File: src/b10kd_pkg.sv
// Shared types, codes and group placement helpers for the base-10000
// decimal to scaled 128-bit integer converter. No dependencies.
package b10kd_pkg;

  localparam int RESULT_BITS_DEF = 128;

  localparam logic [15:0] GROUP_BASE = 16'd10000;

  localparam logic [1:0] OP_HEADER = 2'd0;
  localparam logic [1:0] OP_DIGIT  = 2'd1;
  localparam logic [1:0] OP_NULL   = 2'd2;

  localparam logic [1:0] ERR_NONE  = 2'd0;
  localparam logic [1:0] ERR_NAN   = 2'd1;
  localparam logic [1:0] ERR_DIGIT = 2'd2;
  localparam logic [1:0] ERR_OVF   = 2'd3;

  // Scale step applied by one group: full group or a truncated one.
  typedef enum logic [1:0] {
    MS_10000,
    MS_1000,
    MS_100,
    MS_10
  } msel_e;

  typedef struct packed {
    logic  counts;    // group takes part in the value
    logic  in_range;  // position lies at or below the last needed group
    msel_e msel;
  } place_t;

  typedef struct packed {
    logic        clr;
    logic        start;
    logic [13:0] mult;
    logic [13:0] addend;
  } mac_ctrl_t;

  typedef struct packed {
    logic done;
    logic overflow;
    logic zero;
  } mac_stat_t;

  // Decide how the group at position pos contributes, given the first
  // group's weight and the number of fraction digits kept.
  function automatic place_t group_place(input logic [15:0]        pos,
                                         input logic signed [15:0] weight,
                                         input logic [5:0]         scale);
    logic signed [17:0] diff;
    logic signed [17:0] k;
    logic [4:0]         span;
    logic signed [7:0]  rem;
    place_t             p;
    diff = $signed({2'b00, pos}) - 18'(weight);
    span = 5'((7'(scale) + 7'd3) >> 2);
    k    = diff - 18'sd1;
    rem  = $signed({2'b00, scale}) - $signed({2'b00, k[3:0], 2'b00});
    p.in_range = (diff <= $signed({13'd0, span}));
    p.counts   = 1'b0;
    p.msel     = MS_10000;
    if (diff <= 18'sd0) begin
      p.counts = 1'b1;
    end else if (k <= 18'sd15) begin
      if (rem >= 8'sd4) begin
        p.counts = 1'b1;
      end else if (rem == 8'sd3) begin
        p.counts = 1'b1;
        p.msel   = MS_1000;
      end else if (rem == 8'sd2) begin
        p.counts = 1'b1;
        p.msel   = MS_100;
      end else if (rem == 8'sd1) begin
        p.counts = 1'b1;
        p.msel   = MS_10;
      end
    end
    return p;
  endfunction

  function automatic logic [13:0] group_mult(input msel_e msel);
    logic [13:0] m;
    unique case (msel)
      MS_10000: m = 14'd10000;
      MS_1000:  m = 14'd1000;
      MS_100:   m = 14'd100;
      MS_10:    m = 14'd10;
      default:  m = 14'd10000;
    endcase
    return m;
  endfunction

  // Truncated group value; divide by 10, 100 or 1000 through a reciprocal
  // multiply that is exact for every group below 10000.
  function automatic logic [13:0] group_addend(input logic [15:0] dig,
                                               input msel_e       msel);
    logic [15:0] recip;
    logic [4:0]  shamt;
    logic [31:0] prod;
    unique case (msel)
      MS_1000: begin
        recip = 16'd52429;
        shamt = 5'd19;
      end
      MS_100: begin
        recip = 16'd5243;
        shamt = 5'd19;
      end
      MS_10: begin
        recip = 16'd8389;
        shamt = 5'd23;
      end
      default: begin
        recip = 16'd0;
        shamt = 5'd0;
      end
    endcase
    prod = 32'(dig) * 32'(recip);
    if (msel == MS_10000) begin
      return dig[13:0];
    end
    return 14'(prod >> shamt);
  endfunction

endpackage

File: src/b10kd_if.sv
// Handshake channels of the decimal converter: input item and result beat.
// Standalone; used by the top level and its environment.
interface b10kd_in_if;
  logic               valid;
  logic               ready;
  logic [1:0]         opcode;
  logic signed [15:0] group_weight;
  logic [15:0]        sign_word;
  logic [14:0]        group_count;
  logic [15:0]        digit_group;

  modport source (output valid, opcode, group_weight, sign_word, group_count,
                  digit_group, input ready);
  modport sink (input valid, opcode, group_weight, sign_word, group_count,
                digit_group, output ready);
endinterface

interface b10kd_out_if;
  logic               valid;
  logic               ready;
  logic [63:0]        value_low;
  logic signed [63:0] value_high;
  logic               is_null;
  logic [1:0]         error_code;

  modport source (output valid, value_low, value_high, is_null, error_code,
                  input ready);
  modport sink (input valid, value_low, value_high, is_null, error_code,
                output ready);
endinterface

File: src/b10kd_mac.sv
// Limb-serial multiply-accumulate: acc = acc * mult + addend, 32 bits a cycle.
// Depends on b10kd_pkg for the control and status structs.
module b10kd_mac import b10kd_pkg::*; #(
  parameter int  RESULT_BITS = RESULT_BITS_DEF,
  localparam int AccW        = ((RESULT_BITS + 31) / 32) * 32
) (
  input  logic            clk_i,
  input  logic            rst_ni,
  input  mac_ctrl_t       ctrl_i,
  output mac_stat_t       stat_o,
  output logic [AccW-1:0] acc_o
);

  localparam int Limbs = AccW / 32;
  localparam int StepW = $clog2(Limbs);

  logic [AccW-1:0]  acc_q;
  logic [AccW-1:0]  acc_d;
  logic [13:0]      carry_q;
  logic [13:0]      mult_q;
  logic [StepW-1:0] step_q;
  logic             busy_q;
  logic [45:0]      prod;
  logic             last;

  assign prod  = 46'(acc_q[31:0]) * 46'(mult_q) + 46'(carry_q);
  // rotate: the new low limb lands on top, so after all limbs acc is in place
  assign acc_d = {prod[31:0], acc_q[AccW-1:32]};
  assign last  = (step_q == StepW'(Limbs - 1));

  always_ff @(posedge clk_i or negedge rst_ni) begin
    if (!rst_ni) begin
      acc_q   <= '0;
      carry_q <= '0;
      mult_q  <= '0;
      step_q  <= '0;
      busy_q  <= 1'b0;
    end else if (ctrl_i.clr) begin
      acc_q  <= '0;
      busy_q <= 1'b0;
    end else if (ctrl_i.start) begin
      busy_q  <= 1'b1;
      step_q  <= '0;
      mult_q  <= ctrl_i.mult;
      carry_q <= ctrl_i.addend;
    end else if (busy_q) begin
      acc_q   <= acc_d;
      carry_q <= prod[45:32];
      step_q  <= step_q + StepW'(1);
      if (last) begin
        busy_q <= 1'b0;
      end
    end
  end

  assign stat_o.done     = busy_q && last;
  assign stat_o.overflow = (prod[45:32] != 14'd0) || (acc_d[AccW-1:RESULT_BITS-1] != '0);
  assign stat_o.zero     = (acc_q == '0);
  assign acc_o           = acc_q;

endmodule

File: src/base10000_numeric_to_decimal128.sv
// Top level of the base-10000 decimal to scaled 128-bit integer converter.
// Depends on b10kd_pkg, b10kd_if and b10kd_mac.
//
//   channel   dir  handshake      payload
//   cfg       in   cfg_we_i       cfg_data_i (fraction digits)
//   in_i      in   valid/ready    opcode, group_weight, sign_word,
//                                 group_count, digit_group
//   out_o     out  valid/ready    value_low, value_high, is_null, error_code
//
// A header, a skipped digit group or an ignored item is taken in ST_IDLE. A
// digit group that counts starts the 32-bit limb multiplier in b10kd_mac and
// waits in ST_MAC until every limb is done. After the last group each padding
// group passes ST_PAD and ST_MAC, then ST_PAD and ST_RESULT close and load
// the result. in_i.ready is high only while the sequencer is idle. A waiting
// result beat does not stall input; only a new result waits for the output
// register. Reset is asynchronous, active low, and clears the scale to zero.
module base10000_numeric_to_decimal128 import b10kd_pkg::*; #(
  parameter int RESULT_BITS = RESULT_BITS_DEF
) (
  input  logic        clk_i,
  input  logic        rst_ni,
  input  logic        cfg_we_i,
  input  logic [5:0]  cfg_data_i,
  b10kd_in_if.sink    in_i,
  b10kd_out_if.source out_o
);

  localparam int AccW = ((RESULT_BITS + 31) / 32) * 32;

  typedef enum logic [1:0] {
    ST_IDLE,
    ST_MAC,
    ST_PAD,
    ST_RESULT
  } state_e;

  state_e             state_q;
  logic [5:0]         fd_q;
  logic [15:0]        gp_q;
  logic [14:0]        gl_q;
  logic signed [15:0] sw_q;
  logic               neg_q;
  logic [1:0]         err_q;
  logic               null_q;
  logic               out_valid_q;
  logic [63:0]        out_low_q;
  logic [63:0]        out_high_q;
  logic               out_null_q;
  logic [1:0]         out_err_q;

  mac_ctrl_t       mac_ctrl;
  mac_stat_t       mac_stat;
  logic [AccW-1:0] acc;
  place_t          place;
  logic            take;
  logic            dig_ok;
  logic            dig_go;
  logic            pad_go;
  logic            out_free;
  logic            load_res;
  logic [127:0]    mag;
  logic [127:0]    res_val;

  b10kd_mac #(
    .RESULT_BITS (RESULT_BITS)
  ) u_mac (
    .clk_i  (clk_i),
    .rst_ni (rst_ni),
    .ctrl_i (mac_ctrl),
    .stat_o (mac_stat),
    .acc_o  (acc)
  );

  assign in_i.ready = (state_q == ST_IDLE);
  assign take       = in_i.valid && in_i.ready;
  assign place      = group_place(gp_q, sw_q, fd_q);
  assign dig_ok     = (in_i.digit_group < GROUP_BASE);
  assign out_free   = !out_valid_q || out_o.ready;
  assign load_res   = (state_q == ST_RESULT) && out_free;

  assign dig_go = take && (in_i.opcode == OP_DIGIT) && (gl_q != 15'd0) &&
                  (err_q == ERR_NONE) && place.counts && dig_ok;
  assign pad_go = (state_q == ST_PAD) && (err_q == ERR_NONE) && !mac_stat.zero &&
                  place.in_range;

  always_comb begin
    mac_ctrl        = '0;
    mac_ctrl.clr    = take && (in_i.opcode == OP_HEADER);
    mac_ctrl.start  = dig_go || pad_go;
    mac_ctrl.mult   = group_mult(place.msel);
    mac_ctrl.addend = dig_go ? group_addend(in_i.digit_group, place.msel) : 14'd0;
  end

  assign mag     = 128'(acc);
  assign res_val = (null_q || (err_q != ERR_NONE)) ? 128'd0 :
                   neg_q ? (~mag + 128'd1) : mag;

  always_ff @(posedge clk_i or negedge rst_ni) begin
    if (!rst_ni) begin
      state_q     <= ST_IDLE;
      fd_q        <= '0;
      gp_q        <= '0;
      gl_q        <= '0;
      sw_q        <= '0;
      neg_q       <= 1'b0;
      err_q       <= ERR_NONE;
      null_q      <= 1'b0;
      out_valid_q <= 1'b0;
      out_low_q   <= '0;
      out_high_q  <= '0;
      out_null_q  <= 1'b0;
      out_err_q   <= ERR_NONE;
    end else begin
      if (cfg_we_i) begin
        fd_q <= cfg_data_i;
      end
      if (load_res) begin
        out_valid_q <= 1'b1;
      end else if (out_valid_q && out_o.ready) begin
        out_valid_q <= 1'b0;
      end
      unique case (state_q)
        ST_IDLE: begin
          if (take) begin
            case (in_i.opcode)
              OP_HEADER: begin
                sw_q  <= in_i.group_weight;
                neg_q <= in_i.sign_word[14];
                err_q <= (in_i.sign_word[15:14] == 2'b11) ? ERR_NAN : ERR_NONE;
                gp_q  <= '0;
                gl_q  <= in_i.group_count;
                if (in_i.group_count == 15'd0) begin
                  state_q <= ST_PAD;
                end
              end
              OP_DIGIT: begin
                if (gl_q != 15'd0) begin
                  gp_q <= gp_q + 16'd1;
                  gl_q <= gl_q - 15'd1;
                  if ((err_q == ERR_NONE) && place.counts && !dig_ok) begin
                    err_q <= ERR_DIGIT;
                  end
                  if (dig_go) begin
                    state_q <= ST_MAC;
                  end else if (gl_q == 15'd1) begin
                    state_q <= ST_PAD;
                  end
                end
              end
              OP_NULL: begin
                gl_q    <= '0;
                null_q  <= 1'b1;
                state_q <= ST_RESULT;
              end
              default: ;
            endcase
          end
        end
        ST_MAC: begin
          if (mac_stat.done) begin
            if (mac_stat.overflow) begin
              err_q <= ERR_OVF;
            end
            state_q <= (gl_q == 15'd0) ? ST_PAD : ST_IDLE;
          end
        end
        ST_PAD: begin
          // pad missing low groups with zero until scale is covered, unless acc is zero or an error is set
          if (pad_go) begin
            gp_q    <= gp_q + 16'd1;
            state_q <= ST_MAC;
          end else begin
            state_q <= ST_RESULT;
          end
        end
        ST_RESULT: begin
          // hold until the output register is free
          if (load_res) begin
            out_low_q   <= res_val[63:0];
            out_high_q  <= res_val[127:64];
            out_null_q  <= null_q;
            out_err_q   <= null_q ? ERR_NONE : err_q;
            null_q      <= 1'b0;
            state_q     <= ST_IDLE;
          end
        end
        default: state_q <= ST_IDLE;
      endcase
    end
  end

  assign out_o.valid      = out_valid_q;
  assign out_o.value_low  = out_low_q;
  assign out_o.value_high = $signed(out_high_q);
  assign out_o.is_null    = out_null_q;
  assign out_o.error_code = out_err_q;

endmodule
File: src/flat_wrapper.sv
// flat-port wrapper written by rule: the top's interface ports become plain ports
module base10000_numeric_to_decimal128_flat import b10kd_pkg::*;
#(
  parameter int RESULT_BITS = RESULT_BITS_DEF
)
  (clk_i, rst_ni, cfg_we_i, cfg_data_i, in_i_valid, in_i_opcode, in_i_group_weight, in_i_sign_word, in_i_group_count, in_i_digit_group, in_i_ready, out_o_valid, out_o_value_low, out_o_value_high, out_o_is_null, out_o_error_code, out_o_ready);
  b10kd_in_if in_i_i ();
  b10kd_out_if out_o_i ();
  input  logic clk_i;
  input  logic rst_ni;
  input  logic cfg_we_i;
  input  logic [5:0] cfg_data_i;
  input wire logic [$bits(in_i_i.valid)-1:0] in_i_valid;
  input wire logic [$bits(in_i_i.opcode)-1:0] in_i_opcode;
  input wire logic [$bits(in_i_i.group_weight)-1:0] in_i_group_weight;
  input wire logic [$bits(in_i_i.sign_word)-1:0] in_i_sign_word;
  input wire logic [$bits(in_i_i.group_count)-1:0] in_i_group_count;
  input wire logic [$bits(in_i_i.digit_group)-1:0] in_i_digit_group;
  output wire logic [$bits(in_i_i.ready)-1:0] in_i_ready;
  output wire logic [$bits(out_o_i.valid)-1:0] out_o_valid;
  output wire logic [$bits(out_o_i.value_low)-1:0] out_o_value_low;
  output wire logic [$bits(out_o_i.value_high)-1:0] out_o_value_high;
  output wire logic [$bits(out_o_i.is_null)-1:0] out_o_is_null;
  output wire logic [$bits(out_o_i.error_code)-1:0] out_o_error_code;
  input wire logic [$bits(out_o_i.ready)-1:0] out_o_ready;
  assign in_i_i.valid = in_i_valid;
  assign in_i_i.opcode = in_i_opcode;
  assign in_i_i.group_weight = in_i_group_weight;
  assign in_i_i.sign_word = in_i_sign_word;
  assign in_i_i.group_count = in_i_group_count;
  assign in_i_i.digit_group = in_i_digit_group;
  assign in_i_ready = in_i_i.ready;
  assign out_o_valid = out_o_i.valid;
  assign out_o_value_low = out_o_i.value_low;
  assign out_o_value_high = out_o_i.value_high;
  assign out_o_is_null = out_o_i.is_null;
  assign out_o_error_code = out_o_i.error_code;
  assign out_o_i.ready = out_o_ready;
  base10000_numeric_to_decimal128 #(.RESULT_BITS(RESULT_BITS)) u_core (.clk_i(clk_i), .rst_ni(rst_ni), .cfg_we_i(cfg_we_i), .cfg_data_i(cfg_data_i), .in_i(in_i_i), .out_o(out_o_i));
endmodule
File: config.mk
export PLATFORM = sky130hd
export DESIGN_NAME = base10000_numeric_to_decimal128_flat
export DESIGN_NICKNAME = d
export VERILOG_FILES = /design/src/b10kd_pkg.sv /design/src/b10kd_if.sv /design/src/b10kd_mac.sv /design/src/base10000_numeric_to_decimal128.sv /design/src/flat_wrapper.sv
export SDC_FILE = /design/constraint.sdc
export NUM_CORES = 2
export LEC_CHECK = 0
export BUFFER_PORTS_ARGS = -buffer_cell sky130_fd_sc_hd__buf_2
export CORE_MARGIN = 10
export CORE_UTILIZATION = 30
export CTS_CLUSTER_DIAMETER = 150
export DETAILED_ROUTE_END_ITERATION = 10
export PLACE_DENSITY = 0.5
export SYNTH_ARGS = -nofsm -noshare
export SYNTH_HDL_FRONTEND = slang
export SYNTH_SLANG_ARGS = --single-unit
File: constraint.sdc
create_clock -name clk_i -period 10.3 [get_ports clk_i]
set_input_delay 2.06 -clock clk_i [delete_from_list [all_inputs] [get_ports clk_i]]
set_output_delay 2.06 -clock clk_i [all_outputs]
set_load 0.01 [all_outputs]
==> flow_metrics.env <==
export IMPL_grt_pass1_vias=31142
export IMPL_fin_crit_sh_pct=96.3
export IMPL_reg2regPathDepth=40
export IMPL_yosysWarnings=0
export IMPL_post_dp_hpwl_mm=94.9
export IMPL_ys_types=79
export IMPL_nFillCells=13169
export IMPL_worstSkewPairLatency_ns=0.58
export IMPL_layout_drive_gt1_share_pct=12.5
export IMPL_critPathRequiredTime_ns=10.75
export IMPL_core_region_area_sq_um=126000
export IMPL_layout_commonest_cell="inv_1"
export IMPL_r2r_start="u_core.gp_q[0]"
export IMPL_port_buffers=194
export IMPL_finalSetupViolCount=0
export IMPL_fin_skew_ns=0.0222
export IMPL_critical_path_slowest_cell="fa_2"
export IMPL_synth_top_cell_area_share_pct=23.2
export IMPL_area_delta_synth_final_pct=13.9
export IMPL_netlist_area_sq_um=38000
export IMPL_final_cell_mix="552 x inv_1, 516 x nand2_1, 437 x fa_1, 355 x o21ai_0, 342 x dfrtp_1"
export IMPL_antenna_found_initial=7
export IMPL_initial_utilization_pct=30.2
export IMPL_holdBufCountCts=0
export IMPL_critical_path_max_fanout=10
export IMPL_critPathCaptureType="flop"
export IMPL_ys_async_sr_fraction_pct=100
export IMPL_status="finished clean"
export IMPL_worstSetupPathType="flop to flop"
export IMPL_die_w_um=376
export IMPL_period_needed_ns=9.92
export IMPL_hold_violations=0
export IMPL_synth_top_area_cell="fa_1"
export IMPL_min_delay_start="u_core.out_o.value_high[38]"
export IMPL_path_clk_slew_ns=0.07
export IMPL_fmax_mhz=101
export IMPL_cts_sinks=343
export IMPL_regToRegSetupSlack_ns=0.38
export IMPL_synth_area_leaders="fa_1 23%, dfrtp_1 23%, ha_1 10%, inv_1 5.5%, nand2_1 5.1%"
export IMPL_start_kind="flop"
export IMPL_slew_headroom_pct=23.8
export IMPL_route_detailed_drc=0
export IMPL_comb_power_share_pct=62.8
export IMPL_syn_nets=5083
export IMPL_grt_overflow_total=0
export IMPL_cts_tree="built"
export IMPL_cts_max_path_buffers=3
export IMPL_slowest_delay_ns=0.58
export IMPL_ys_seq_area_share_pct=22.6
export IMPL_vdd_drop_max_mv=0.324
export IMPL_drt_iter0_drc=1914
export IMPL_finalMaxSlewViolations=0
export IMPL_max_slew_worst_pin_slew_ns=1.14
export IMPL_synth_edf_count=0
export IMPL_crit_top_cell="fa_1"
export IMPL_htree_levels=2
export IMPL_layout_nets=5289
export IMPL_p_seq_share_pct=22.0
export IMPL_cts_buffers=39
export IMPL_rows=130
export IMPL_ys_seq_elements=343
export IMPL_grt_usage_pct=16.4
export IMPL_worst_slack_ns=0.380
export IMPL_ys_flop_type="dfrtp_1"
export IMPL_internal_power_mw=4.87
export IMPL_gp_congestion=0.899
export IMPL_place_ws_ns=-0.0992
export IMPL_vias_per_cell=4.92
export IMPL_holdPathEnd="u_core.out_o.value_high[38]"
export IMPL_io_pins=209
export IMPL_multiInputGateArea_sq_um=26700
export IMPL_antenna_cells=0
export IMPL_crit_start="u_core.gp_q[0]"
export IMPL_synth_cells=4249
export IMPL_worst_ep_arrival_time_ns=10.37
export IMPL_drv_cap=0
export IMPL_whs_path_depth=2
export IMPL_vias=30189
export IMPL_whs_ns=0.473
export IMPL_grt_pass1_wl_mm=185
export IMPL_ant_nets=0
export IMPL_cts_root_buffer="clkbuf_16"
export IMPL_register_area_sq_um=8590
export IMPL_power_frac_clock_pct=15.2
export IMPL_hp_class="flop to flop"
export IMPL_wirelength_mm=119
export IMPL_post_drt_wl_per_cell_um=19.3
export IMPL_p_leak_nw=22.2
export IMPL_syn_avg_cell_area_sq_um=8.95
export IMPL_swShare_pct=51.2
export IMPL_r2r_end="u_core.u_mac.carry_q[4]"
export IMPL_p_switching_mw=5.11
export IMPL_drt_first_pass_iters=8
export IMPL_die_h_um=376
export IMPL_powerDensity_nw_per_um2=230
export IMPL_die_area_sq_um=141000
export IMPL_grt_max_degree=255
timing repair:
action                                  4_1_cts  5_1_grt
endpoints found under the setup margin        5       13
pin swaps                                     2       31
gates resized for setup                       6       55
hold endpoints to repair                      0        0
gates cloned                                  0        0
setup buffers                                 0        2
final cells by class:
cell class,instances,area share [%]
multi-input combinational,3136,61.7
inverter,555,4.81
tap,1650,4.77
sequential,343,19.8
clock buffer,52,2.58
timing repair buffer,380,5.69
clock inverter,18,0.595
power groups by stage:
stage                     logic, mW  clock network (mW)  registers, mW
final                          6.27                1.51           2.20
after global routing           7.04                1.59           2.25
after CTS                      6.28                1.55           2.19
after detailed placement       6.25                   0           2.21
after global placement         6.23                   0           2.21
after floorplan                4.32                   0           1.99
registers in the layout, indices dropped and copies added (netlist names):
register	count
u_core.neg_q	1
u_core.out_o.value_high	64
u_core.u_mac.carry_q	14
u_core.u_mac.acc_o	128
u_core.u_mac.step_q	2
u_core.err_q	2
u_core.sw_q	16
u_core.out_o.error_code	2
u_core.out_o.is_null	1
u_core.u_mac.mult_q	7
u_core.gl_q	15
u_core.out_o.valid	1
u_core.null_q	1
u_core.u_mac.busy_q	1
u_core.fd_q	6
u_core.state_q	2
u_core.gp_q	16
u_core.out_o.value_low	64
per-stage QoR:
stage / area, sq um / power, mW / TNS [ns] / util (%) / cells
final: 43300 / 9.98 / 0 / 34.5 / 6134
after global routing: 43300 / 10.9 / -0.0367 / 34.5 / 6134
after CTS: 43100 / 10.0 / -0.0230 / 34.3 / 6132
after detailed placement: 41700 / 8.46 / -0.184 / 33.1 / 6062
after global placement: 41700 / 8.43 / -0.214 / 33.1 / 6062
after floorplan: 38000 / 6.31 / 0 / - / 4249
Yosys cell counts, types with 7 or more instances:
library cell and instances:
inv_1 555, nand2_1 518, fa_1 440, o21ai_0 363
dfrtp_1 343, ha_1 318, and2_1 216, clkbuf_1 186
nand3_1 159, xor2_1 152, nor2_1 132, a21oi_1 111
nor3_1 63, xnor2_1 50, a21o_1 49, o21ai_1 47
o31ai_1 37, or3_1 34, nand2b_1 33, nor2b_1 33
mux2_2 30, nand4_1 30, o41ai_1 28, nor4_1 22
a211oi_1 21, or4_1 19, or2_2 17, a22oi_1 16
o211ai_1 16, o21a_1 16, and3_1 15, mux2i_1 12
buf_2 11, a31oi_1 10, nand4b_1 10, nor3b_1 10
buf_1 8, buf_6 8, o2111ai_1 8, o22ai_1 8
a211o_1 7, a21boi_0 7, o21bai_1 7
critical path, delay by kind of cell (launching register included):
kind | cells | cell delay [ns]
buf+inv | 9 | 0.91
fa+ha+maj | 10 | 3.98
compound gates | 14 | 2.63
mux | 2 | 0.52
simple gates | 4 | 1.12
flops | 1 | 0.39
xor+xnor | 1 | 0.26
worst max-delay path by stage:
stage	to	slack [ns]	cells past startpoint
final	u_core.u_mac.carry_q[4]	0.38	40
after global routing	u_core.u_mac.carry_q[4]	-0.01	41
after CTS	u_core.u_mac.carry_q[3]	-0.02	40
after detailed placement	u_core.u_mac.carry_q[3]	-0.1	40
after global placement	u_core.u_mac.carry_q[3]	-0.12	40
after floorplan	u_core.u_mac.carry_q[3]	0.02	41
routing by layer:
layer	global-route usage, %	wire length, um
met4	4.36	3190
met5	0	13
met2	28.0	56700
met1	22.0	53500
met3	1.85	5090
cell families after synthesis:
logic type      synth area share [%]
fa+ha+maj                       33.6
flops                           22.6
xor+xnor                        4.65
compound gates                  12.9
simple gates                    17.2
mux                             1.20
buf+inv                         7.84
No activity file was read; power rests on OpenSTA's default activity.
